==> src/design/packed_pixel_to_rgb555_unpacker_unit_macros.svh <==
// ----------------------------------------------------------------------------
// Packed pixel unpacker assertion macros
// Shared concurrent assertion forms, clocked on clk and disabled in reset.
// ----------------------------------------------------------------------------
`ifndef PACKED_PIXEL_TO_RGB555_UNPACKER_UNIT_MACROS_SVH
`define PACKED_PIXEL_TO_RGB555_UNPACKER_UNIT_MACROS_SVH

// A condition that must hold at every clock edge outside reset.
`define PPRU_ASSERT_ALWAYS(lbl, cond, msg) \
  lbl: assert property (@(posedge clk) disable iff (!rst_n) (cond)) else $error(msg);

// An implication from a trigger to a condition on the following edge.
`define PPRU_ASSERT_NEXT(lbl, trig, cond, msg) \
  lbl: assert property (@(posedge clk) disable iff (!rst_n) (trig) |=> (cond)) else $error(msg);

`endif

==> src/design/ppru_pkg.sv <==
// ----------------------------------------------------------------------------
// Packed pixel unpacker package
// Shared constants, register indexes and the pixel job descriptor.
// ----------------------------------------------------------------------------
package ppru_pkg;

  localparam int unsigned MAX_WIDTH  = 4096;
  localparam int unsigned MAX_HEIGHT = 4096;

  localparam int unsigned DIM_W      = 13;
  localparam int unsigned BYTE_CNT_W = 12;
  localparam int unsigned PIX_W      = 15;

  localparam logic [1:0] REG_MODE   = 2'd0;
  localparam logic [1:0] REG_WIDTH  = 2'd1;
  localparam logic [1:0] REG_HEIGHT = 2'd2;

  localparam logic [PIX_W-1:0] PIX_WHITE = 15'h7FFF;
  localparam logic [PIX_W-1:0] PIX_BLACK = 15'h0000;
  localparam logic [PIX_W-1:0] PIX_RED   = 15'h7C00;
  localparam logic [PIX_W-1:0] PIX_GREEN = 15'h03E0;
  localparam logic [PIX_W-1:0] PIX_BLUE  = 15'h001F;

  typedef struct packed {
    logic [7:0] src_byte;
    logic [3:0] count;
    logic       four_bit;
    logic       row_end;
    logic       last_row;
  } ppru_job_t;

endpackage

==> src/design/packed_pixel_to_rgb555_unpacker_unit.sv <==
// ----------------------------------------------------------------------------
// Packed pixel to RGB555 unpacker
// Unpacks 1-bit or 4-bit packed bitmap bytes into RGB555 pixels.
// ----------------------------------------------------------------------------
// Usage:
//   Source bytes arrive on the in_ channel, rows in order, each row padded to
//   a multiple of four bytes. Every accepted beat yields zero to eight pixel
//   beats on the out_ channel; padding bytes and bits past the row width are
//   consumed without output. Mode, width and height are written through the
//   cfg_ port; the user must write them only while the block is idle, as the
//   block itself does not enforce it. Any write to a defined register
//   restarts the image at its first byte. An accepted byte waits in the job
//   register, and its pixels pass one at a time through the result register.
//   Throughput: one pixel per cycle unless out_ready stalls, set by the single
//   result register; the next byte is taken in the cycle its last pixel moves
//   to the result register.
//   Reset selects 1-bit mode, a 1 by 1 image and clears all counters.
//   When the receiver stalls, the result register holds its beat and the
//   generator stops until out_ready returns; input stops once a byte waits.
// ----------------------------------------------------------------------------
`include "packed_pixel_to_rgb555_unpacker_unit_macros.svh"

module packed_pixel_to_rgb555_unpacker_unit (
  input  logic        clk,
  input  logic        rst_n,
  input  logic        in_valid,
  output logic        in_ready,
  input  logic [7:0]  in_source_byte,
  output logic        out_valid,
  input  logic        out_ready,
  output logic [14:0] out_pixel_rgb555,
  output logic        out_row_end,
  output logic        out_image_end,
  output logic        out_last_of_byte,
  input  logic        cfg_write_en,
  input  logic [1:0]  cfg_index,
  input  logic [12:0] cfg_write_data
);
  import ppru_pkg::*;

  logic                  mode_r;
  logic [DIM_W-1:0]      width_r;
  logic [DIM_W-1:0]      height_r;
  logic [DIM_W-1:0]      col_r;
  logic [BYTE_CNT_W-1:0] rbc_r;
  logic [DIM_W-1:0]      row_r;

  logic [DIM_W-1:0]      eff_w;
  logic [DIM_W-1:0]      eff_h;
  logic [DIM_W:0]        sum_a;
  logic [DIM_W:0]        sum_b;
  logic [BYTE_CNT_W-1:0] data_bytes;
  logic [BYTE_CNT_W-1:0] row_bytes;
  logic [DIM_W-1:0]      left;
  logic [3:0]            per_byte;
  logic [3:0]            n_pix;
  logic                  produce;
  logic [BYTE_CNT_W-1:0] rbc_inc;
  logic [DIM_W-1:0]      row_inc;
  logic                  in_fire;
  logic                  cfg_hit;
  logic                  counters_zero;
  ppru_job_t             job;

  always_comb begin
    if (width_r == '0) begin
      eff_w = DIM_W'(1);
    end else if (width_r > DIM_W'(MAX_WIDTH)) begin
      eff_w = DIM_W'(MAX_WIDTH);
    end else begin
      eff_w = width_r;
    end
    if (height_r == '0) begin
      eff_h = DIM_W'(1);
    end else if (height_r > DIM_W'(MAX_HEIGHT)) begin
      eff_h = DIM_W'(MAX_HEIGHT);
    end else begin
      eff_h = height_r;
    end
  end

  always_comb begin
    if (mode_r) begin
      sum_a      = {1'b0, eff_w} + 14'd1;
      sum_b      = {1'b0, eff_w} + 14'd7;
      data_bytes = sum_a[BYTE_CNT_W:1];
      row_bytes  = {sum_b[BYTE_CNT_W:3], 2'b00};
      per_byte   = 4'd2;
    end else begin
      sum_a      = {1'b0, eff_w} + 14'd7;
      sum_b      = {1'b0, eff_w} + 14'd31;
      data_bytes = {1'b0, sum_a[BYTE_CNT_W+1:3]};
      row_bytes  = {1'b0, sum_b[BYTE_CNT_W+1:5], 2'b00};
      per_byte   = 4'd8;
    end
  end

  assign left    = eff_w - col_r;
  assign n_pix   = (left < {9'd0, per_byte}) ? left[3:0] : per_byte;
  assign produce = (rbc_r < data_bytes) && (col_r < eff_w);
  assign rbc_inc = rbc_r + 12'd1;
  assign row_inc = row_r + 13'd1;
  assign in_fire = in_valid && in_ready;
  assign cfg_hit = cfg_write_en &&
                   ((cfg_index == REG_MODE) || (cfg_index == REG_WIDTH) ||
                    (cfg_index == REG_HEIGHT));
  assign counters_zero = (col_r == '0) && (rbc_r == '0) && (row_r == '0);

  always_comb begin
    job.src_byte = in_source_byte;
    job.count    = n_pix;
    job.four_bit = mode_r;
    job.row_end  = ((col_r + {9'd0, n_pix}) == eff_w);
    job.last_row = (row_r == (eff_h - 13'd1));
  end

  always_ff @(posedge clk) begin
    if (!rst_n) begin
      mode_r   <= 1'b0;
      width_r  <= DIM_W'(1);
      height_r <= DIM_W'(1);
    end else if (cfg_write_en) begin
      case (cfg_index)
        REG_MODE:   mode_r   <= cfg_write_data[0];
        REG_WIDTH:  width_r  <= cfg_write_data;
        REG_HEIGHT: height_r <= cfg_write_data;
        default: begin
        end
      endcase
    end
  end

  always_ff @(posedge clk) begin
    if (!rst_n || cfg_hit) begin
      col_r <= '0;
      rbc_r <= '0;
      row_r <= '0;
    end else if (in_fire) begin
      if (rbc_inc >= row_bytes) begin
        rbc_r <= '0;
        col_r <= '0;
        row_r <= (row_inc >= eff_h) ? '0 : row_inc;
      end else begin
        rbc_r <= rbc_inc;
        if (produce) begin
          col_r <= col_r + {9'd0, n_pix};
        end
      end
    end
  end

  ppru_pixel_gen u_pixel_gen (
    .clk              (clk),
    .rst_n            (rst_n),
    .job_load         (in_fire && produce),
    .job              (job),
    .job_ready        (in_ready),
    .out_valid        (out_valid),
    .out_ready        (out_ready),
    .out_pixel_rgb555 (out_pixel_rgb555),
    .out_row_end      (out_row_end),
    .out_image_end    (out_image_end),
    .out_last_of_byte (out_last_of_byte)
  );

  `PPRU_ASSERT_ALWAYS(a_col_in_row, col_r <= eff_w, "column count past row width")
  `PPRU_ASSERT_ALWAYS(a_rbc_in_row, rbc_r < row_bytes, "byte count past padded row")
  `PPRU_ASSERT_ALWAYS(a_row_in_img, row_r < eff_h, "row count past image height")
  `PPRU_ASSERT_NEXT(a_cfg_clears, cfg_hit, counters_zero, "config write did not restart image")

endmodule

==> src/design/ppru_pixel_gen.sv <==
// ----------------------------------------------------------------------------
// Packed pixel unpacker pixel generator
// Holds one source byte and emits its pixels into the result register, one
// per cycle unless stalled, with end-of-row, end-of-image, last-of-byte flags.
// ----------------------------------------------------------------------------
module ppru_pixel_gen (
  input  logic                 clk,
  input  logic                 rst_n,
  input  logic                 job_load,
  input  ppru_pkg::ppru_job_t  job,
  output logic                 job_ready,
  output logic                 out_valid,
  input  logic                 out_ready,
  output logic [14:0]          out_pixel_rgb555,
  output logic                 out_row_end,
  output logic                 out_image_end,
  output logic                 out_last_of_byte
);
  import ppru_pkg::*;

  ppru_job_t          job_r;
  logic               job_valid_r;
  logic [2:0]         idx_r;
  logic               out_valid_r;
  logic [PIX_W-1:0]   pixel_r;
  logic               row_end_r;
  logic               image_end_r;
  logic               last_r;

  logic               out_move;
  logic               work_fire;
  logic               last_k;
  logic               work_done;
  logic [3:0]         nib;
  logic [PIX_W-1:0]   pix_nxt;

  assign out_move  = !out_valid_r || out_ready;
  assign work_fire = job_valid_r && out_move;
  assign last_k    = ({1'b0, idx_r} == (job_r.count - 4'd1));
  assign work_done = work_fire && last_k;
  assign job_ready = !job_valid_r || work_done;

  always_comb begin
    nib = idx_r[0] ? job_r.src_byte[3:0] : job_r.src_byte[7:4];
    if (job_r.four_bit) begin
      pix_nxt = PIX_BLACK;
      if (nib[0]) pix_nxt = pix_nxt | PIX_RED;
      if (nib[1]) pix_nxt = pix_nxt | PIX_GREEN;
      if (nib[2]) pix_nxt = pix_nxt | PIX_BLUE;
    end else begin
      pix_nxt = job_r.src_byte[3'd7 - idx_r] ? PIX_WHITE : PIX_BLACK;
    end
  end

  always_ff @(posedge clk) begin
    if (!rst_n) begin
      job_valid_r <= 1'b0;
      idx_r       <= 3'd0;
    end else if (job_load) begin
      job_valid_r <= 1'b1;
      idx_r       <= 3'd0;
    end else if (work_done) begin
      job_valid_r <= 1'b0;
    end else if (work_fire) begin
      idx_r <= idx_r + 3'd1;
    end
  end

  always_ff @(posedge clk) begin
    if (job_load) begin
      job_r <= job;
    end
  end

  always_ff @(posedge clk) begin
    if (!rst_n) begin
      out_valid_r <= 1'b0;
    end else if (out_move) begin
      out_valid_r <= job_valid_r;
    end
  end

  always_ff @(posedge clk) begin
    if (work_fire) begin
      pixel_r     <= pix_nxt;
      row_end_r   <= last_k && job_r.row_end;
      image_end_r <= last_k && job_r.row_end && job_r.last_row;
      last_r      <= last_k;
    end
  end

  assign out_valid        = out_valid_r;
  assign out_pixel_rgb555 = pixel_r;
  assign out_row_end      = row_end_r;
  assign out_image_end    = image_end_r;
  assign out_last_of_byte = last_r;

endmodule
==> config.mk <==
export PLATFORM = sky130hd
export DESIGN_NAME = packed_pixel_to_rgb555_unpacker_unit
export DESIGN_NICKNAME = d
export VERILOG_FILES = /design/src/design/ppru_pkg.sv /design/src/design/packed_pixel_to_rgb555_unpacker_unit.sv /design/src/design/ppru_pixel_gen.sv
export VERILOG_INCLUDE_DIRS = /design/src /design/src/design
export SDC_FILE = /design/constraint.sdc
export NUM_CORES = 1
export LEC_CHECK = 0
export BUFFER_PORTS_ARGS = -buffer_cell sky130_fd_sc_hd__buf_4
export CORE_UTILIZATION = 55
export CTS_BUF_LIST = sky130_fd_sc_hd__clkbuf_16
export DETAILED_ROUTE_END_ITERATION = 8
export GPL_TIMING_DRIVEN = 0
export PLACE_DENSITY = 0.8
export SLEW_MARGIN = 20
export SYNTH_ARGS = -nofsm -noshare
export SYNTH_HDL_FRONTEND = slang
export SYNTH_SLANG_ARGS = --single-unit
==> constraint.sdc <==
create_clock -name clk -period 13.82 [get_ports clk]
set_clock_uncertainty 0.2 [all_clocks]
set_input_delay 2.764 -clock clk [delete_from_list [all_inputs] [get_ports clk]]
set_output_delay 2.764 -clock clk [all_outputs]
set_load 0.01 [all_outputs]
**Yosys cells after proc, flatten, opt, wreduce, memory -nomap -nowiden**

Index checks and enable logic that the tools add are counted.

- Output and inout port bits: 20
- Bits of input ports: 28
- Bits in registers: 103
- Logic and storage cells: 94

- Order comparisons: 8
- Bitwise gates (word level): 2
- Reduce and logical (&&, ||, !) cells: 28
- Eq/ne operators: 5
- Mux-type cells: 22
- $add $sub $neg: 11

Operators with widths:

| cell | count |
|---|---|
| 13-bit 2-to-1 mux | 7 |
| 15-bit 2-to-1 mux | 3 |
| 12-bit 2-to-1 mux | 3 |
| 13-bit by 1-bit adder with 13-bit output, second input constant | 2 |
| 13-bit equality test | 2 |
| 13-bit greater-than comparator, second input constant | 2 |
| 13-bit zero test | 2 |
| 13-bit by 3-bit adder with 14-bit output, second input constant | 1 |
| 13-bit by 5-bit adder with 14-bit output, second input constant | 1 |
| 13-bit by 4-bit adder with 13-bit output | 1 |
| 13-bit greater-or-equal comparator | 1 |
| 13-bit less-than comparator | 1 |
| 13-bit by 4-bit less-than comparator with 1-bit output | 1 |
| 13-bit by 1-bit subtractor with 13-bit output, second input constant | 1 |
| 13-bit subtractor | 1 |
| 12-bit by 1-bit adder with 12-bit output, second input constant | 1 |
| 12-bit greater-or-equal comparator | 1 |
| 12-bit less-than comparator | 1 |
| 2-bit AND reduction | 6 |
| 10-bit 2-to-1 mux | 1 |
| 1-bit logical AND | 8 |
| 4-bit 2-to-1 mux | 2 |
| 1-bit logical OR | 5 |
| 5-bit 2-to-1 mux | 1 |
| other kinds (15) | 21 |

**Logic depth before layout (Yosys ltp)**

- Depth in word-level cells: 9
- Gate-level depth with buffers: 27

**Cells and area by module**

A second synthesis with hierarchy kept.

- Cells, all modules: 948
- Area total of the unflattened synthesis: 7638.6 um2

Modules (own cells, without submodules):

| module | area an instance (um2) | times used | cells an instance |
|---|---|---|---|
| packed_pixel_to_rgb555_unpacker_unit | 6366.1 | 1 | 855 |
| ppru_pixel_gen | 1272.5 | 1 | 93 |

**Worst setup path after synthesis**

Ideal clock, no wire load.

- Kind: register to register
- Start: register width_r[12]
- End: register u_pixel_gen.job_r[1] (netlist bit) (data pin)
- Data required time: 13.413 ns
- Arrival: 6.051 ns
- Library setup time: 0.207 ns
- Path slack: 7.362 ns
- Cell stages (with the launch flop): 27
- Path through: dfxtp_1 clkbuf_1 clkbuf_1 nand2b_1 inv_1 ha_1 nor2b_1 nor2_1 maj3_1 xnor2_1 ha_1 nor3_1 o221ai_1 or4_1 nor4_1 nand4_1 nor2_1 ha_1 inv_1 fa_1 nand2b_1 a2111oi_0 xnor2_1 mux2i_1 and3_1 nand3b_1 a2111oi_0

RTL lines:

| what | RTL line | text |
|---|---|---|
| start: declaration | packed_pixel_to_rgb555_unpacker_unit.sv:42 | `logic [DIM_W-1:0] width_r;` |
| start signal: assignment | packed_pixel_to_rgb555_unpacker_unit.sv:125 | `REG_WIDTH: width_r <= cfg_write_data;` |
| end signal: assignment | ppru_pixel_gen.sv:71 | `job_r <= job;` |
| end: declaration | ppru_pixel_gen.sv:21 | `ppru_job_t job_r;` |

==> run_results.csv <==
group,metric,value,unit
placed_design,dp_hpwl,15520,um
final_layout,nets,1112,
worst_hold_path,hold_class,"reg2reg",
logic_synthesis,yosys_register_bits,91,
cts,clk_pin_slew_worst_paths,0.06,ns
final_layout,utilization,63.73,%
critical_path,crit_slowest_cell,"a2111oi_0",
cts,cts-root-buf,"clkbuf_16",
route,wl_met2,8736,um
logic_synthesis,ys_seq_area_share,26.54,%
sta,relSlewSlack,36.77,%
cts,numCtsBuffers,9,
logic_synthesis,syn_avg_cell_area,7.949,um^2
run_status,outcome,"complete, no violations",
route,drc_errors,0,
critical_path,start_kind,"register",
route,route.top_layer_used,"met4",
floorplan,die_area,0.01439,mm^2
pwr,p_seq_share,40.0,%
critical_path,cp-end-kind,"register",
cts,cts_num_sinks,91,
sta,drv_slew,0,
critical_path,path_class,"reg2reg",
floorplan,ios,48,
logic_synthesis,yosysWarnings,0,
floorplan,rows,42,
sta,finalSetupTns,0,ns
global_routing,grt_start_max_net_pins,17,
route,wl_met1,9028,um
critical_path,path_buf_inv,4,
critical_path,worst_path_most_repeated_cell,"ha_1",
global_routing,grt_usage,28.97,%
final_layout,syn_to_final_growth,11.57,%
worst_hold_path,hold_path_depth,2,
route,vias_per_cell,6.077,
pwr,p_comb_share,25.8,%
sta,rsz0062_at_grt,"false",
final_layout,stdcell_count,1202,
route,firstDrtPassIters,6,
global_routing,antenna_found_initial,0,
pwr,p_switching,0.2338,mW
cts,cts-hold-fix-buffers,0,
pwr,cellPowerDensity,89.12,mW/mm^2
critical_path,reg2reg_depth,26,
cts,postCtsSetupRepairBufs,0,
placed_design,dp.cells,1186,
logic_synthesis,syn_area,0.007655,mm^2
floorplan,die_w,120.0,um
final_layout,drive_gt1_share,9.844,%
final_layout,fillers,1182,
job,cap_violations,0,
logic_synthesis,syn_inst,963,
placed_design,port_buffers,47,
cts,cts_tree,"yes",
cts,htreeDepth,3,
pwr,power,0.7611,mW
floorplan,core_area,0.01340,mm^2
final_layout,antenna_cells,0,
critical_path,worstPathArrival,8.24,ns
logic_synthesis,synth_edf_count,21,
floorplan,initial_core_util,57.12,%
route,antenna_left,0,
route,route.met3.wl,1713,um
sta,fin_crit_sh,60.90,%
global_routing,grt_pass1_wl,33270,um
pwr,swShare,30.71,%
critical_path,critical_path_required,13.64,ns
logic_synthesis,ys_async_sr_fraction,0,%
sta,setup_viol,0,
pwr,ir_drop,71.21,uV
logic_synthesis,synth_cell_types,79,
pwr,p_int,0.5274,mW
route,initialDrtViolationCount,600,
global_routing,grt_pass1_vias,6792,
route,wl_per_cell,16.57,um
logic_synthesis,synth-main-ff-cell,"dfxtp_1",
cts,cts_resized,0,
route,routed_wl,19920,um
pwr,power.share.clock,34.3,%
critical_path,crit_path_max_incr_delay,0.83,ns
cts,clock_latency,0.36,ns
floorplan,die_h,120.0,um
pwr,leakage,3.376,nW
sta,period_minus_slack,8.417,ns
cts,clockBufferDepth,2,
critical_path,path_depth,26,
sta,max_freq,118.8,MHz
critical_path,cp_max_fo,10,
critical_path,cp_top_family,"simple AND/OR/NAND/NOR gates",
sta,hold_viol,0,
sta,worstMarginPinSlew,0.9245,ns
sta,whs,0.2870,ns
placed_design,routabilityCongestion,0.9678,
global_routing,grt-ovfl-total,0,
logic_synthesis,synth_fp_nets,1054,
route,vias,7304,
## kinds of logic (layout without fill, tap and decap cells)
group	Yosys count	in the layout	synth area share (%)
buffers and inverters	104	167	5.884
AND/OR/NAND/NOR	383	383	24.96
flip-flops	91	91	26.54
adder cells (fa/ha/maj)	64	64	10.62
XOR/XNOR	74	74	8.467
multiplexers	23	23	3.432
AO/OA/AOI/OAI	224	224	20.09
## path summary, 6_finish.rpt
path,slack (ns),endpoint,start
worst max register to register,5.40,u_pixel_gen.job_r[1],width_r[12]
worst min-delay path,0.29,width_r[11],width_r[11]
worst min register to register,0.29,width_r[11],width_r[11]
worst max-delay path,5.40,u_pixel_gen.job_r[1],width_r[12]
## per-layer routing
metal	vias to the layer above	global-route usage (%)
li1	3571	-
met1	3371	39.28
met2	315	44.97
met3	47	6.654
met4	0	9.922
met5	-	0
## power groups by stage
| stage | clock network (mW) | registers [mW] | logic [mW] |
|---|---|---|---|
| 6_report | 0.261 | 0.304 | 0.196 |
| 5_1_grt | 0.277 | 0.307 | 0.215 |
| 4_1_cts | 0.263 | 0.304 | 0.194 |
| 3_5_place_dp | 0 | 0.310 | 0.193 |
| 3_3_place_gp | 0 | 0.309 | 0.189 |
| 2_1_floorplan | 0 | 0.308 | 0.135 |
## worst register-to-register path, cell delays in order, from the launching register on
cell       delay [ns]
dfxtp_1          0.38
clkbuf_1         0.34
clkbuf_1         0.39
nand2b_1         0.29
inv_1            0.17
ha_1             0.32
nor2b_1          0.17
nor2_1           0.06
maj3_1           0.40
xnor2_1          0.17
ha_1             0.22
nor3_1           0.21
o221ai_1         0.13
or4_1            0.50
nor4_1           0.29
nand4_1          0.33
nor2_1           0.27
ha_1             0.24
inv_1            0.07
fa_1             0.39
nand2b_1         0.22
a2111oi_0        0.74
xnor2_1          0.25
mux2i_1          0.17
and3_1           0.17
nand3b_1         0.18
a2111oi_0        0.83
## placed cells by master (no fill, tap or decap), drive strengths merged, types with 21 or more instances in the layout
cell,n
dfxtp,70
a21boi,30
nor2,71
nand2,131
ha,61
nor3,24
inv,40
buf,69
clkbuf,54
o21ai,42
nand3,33
xor2,21
a21oi,53
nor2b,24
edfxtp,21
xnor2,53
## stage by stage
step                      instance area [um^2]  setup slack, ns
after floorplan                           7655            7.362
after global placement                    8228            5.738
after detailed placement                  8228            5.662
after CTS                                 8541            5.587
after global routing                      8541            4.948
final                                     8541            5.403
## registers in the layout, indices dropped and copies added, names as in the netlist
signal	count
u_pixel_gen.job_r	15
col_r	13
height_r	13
row_r	13
width_r	13
rbc_r	12
u_pixel_gen.idx_r	3
u_pixel_gen.out_pixel_rgb555	3
mode_r	1
u_pixel_gen.job_valid_r	1
u_pixel_gen.out_image_end	1
u_pixel_gen.out_last_of_byte	1
u_pixel_gen.out_row_end	1
u_pixel_gen.out_valid	1
## cell type report
type,count,area [um^2],area share (%)
Sequential cell,91,2032,23.79
Clock inverter,6,62.56,0.7325
Inverter,38,142.6,1.670
Timing Repair Buffer,47,352.8,4.131
Multi-Input combinational cell,768,5172,60.56
Tap cell,176,220.2,2.578
Buffer,66,307.8,3.604
Clock buffer,10,250.2,2.930
## cells in the mapped netlist (all sizes together), types with 3 or more instances
cell	instances	area (um^2)
nor3	24	120.1
a22oi	6	45.04
nor3b	4	30.03
nand4	17	121.4
a31oi	7	43.79
xor2	21	183.9
and2	7	43.79
a21boi	30	236.5
a32o	9	90.09
a21oi	53	269.0
buf	22	142.6
o21bai	4	30.03
o21ai	42	210.2
or4	5	37.54
o22ai	5	31.28
and3	9	56.30
dfxtp	70	1401
o211ai	13	97.59
o41ai	4	42.55
a22o	3	26.28
o221ai	4	35.03
inv	37	138.9
or2	5	31.28
nor4	15	121.4
a211oi	8	60.06
mux2i	15	150.1
a21o	10	75.07
and4	3	26.28
edfxtp	21	630.6
xnor2	53	464.2
nor2b	24	150.1
nor2	71	266.5
or3	8	50.05
mux2	6	67.56
nand3b	7	52.55
a221o	5	50.05
nand2	131	491.7
ha	61	763.2
clkbuf	44	165.2
a41oi	3	26.28
a2111oi	3	26.28
nand2b	13	81.33
nand3	33	165.2
No activity file was read; power rests on OpenSTA's default activity.
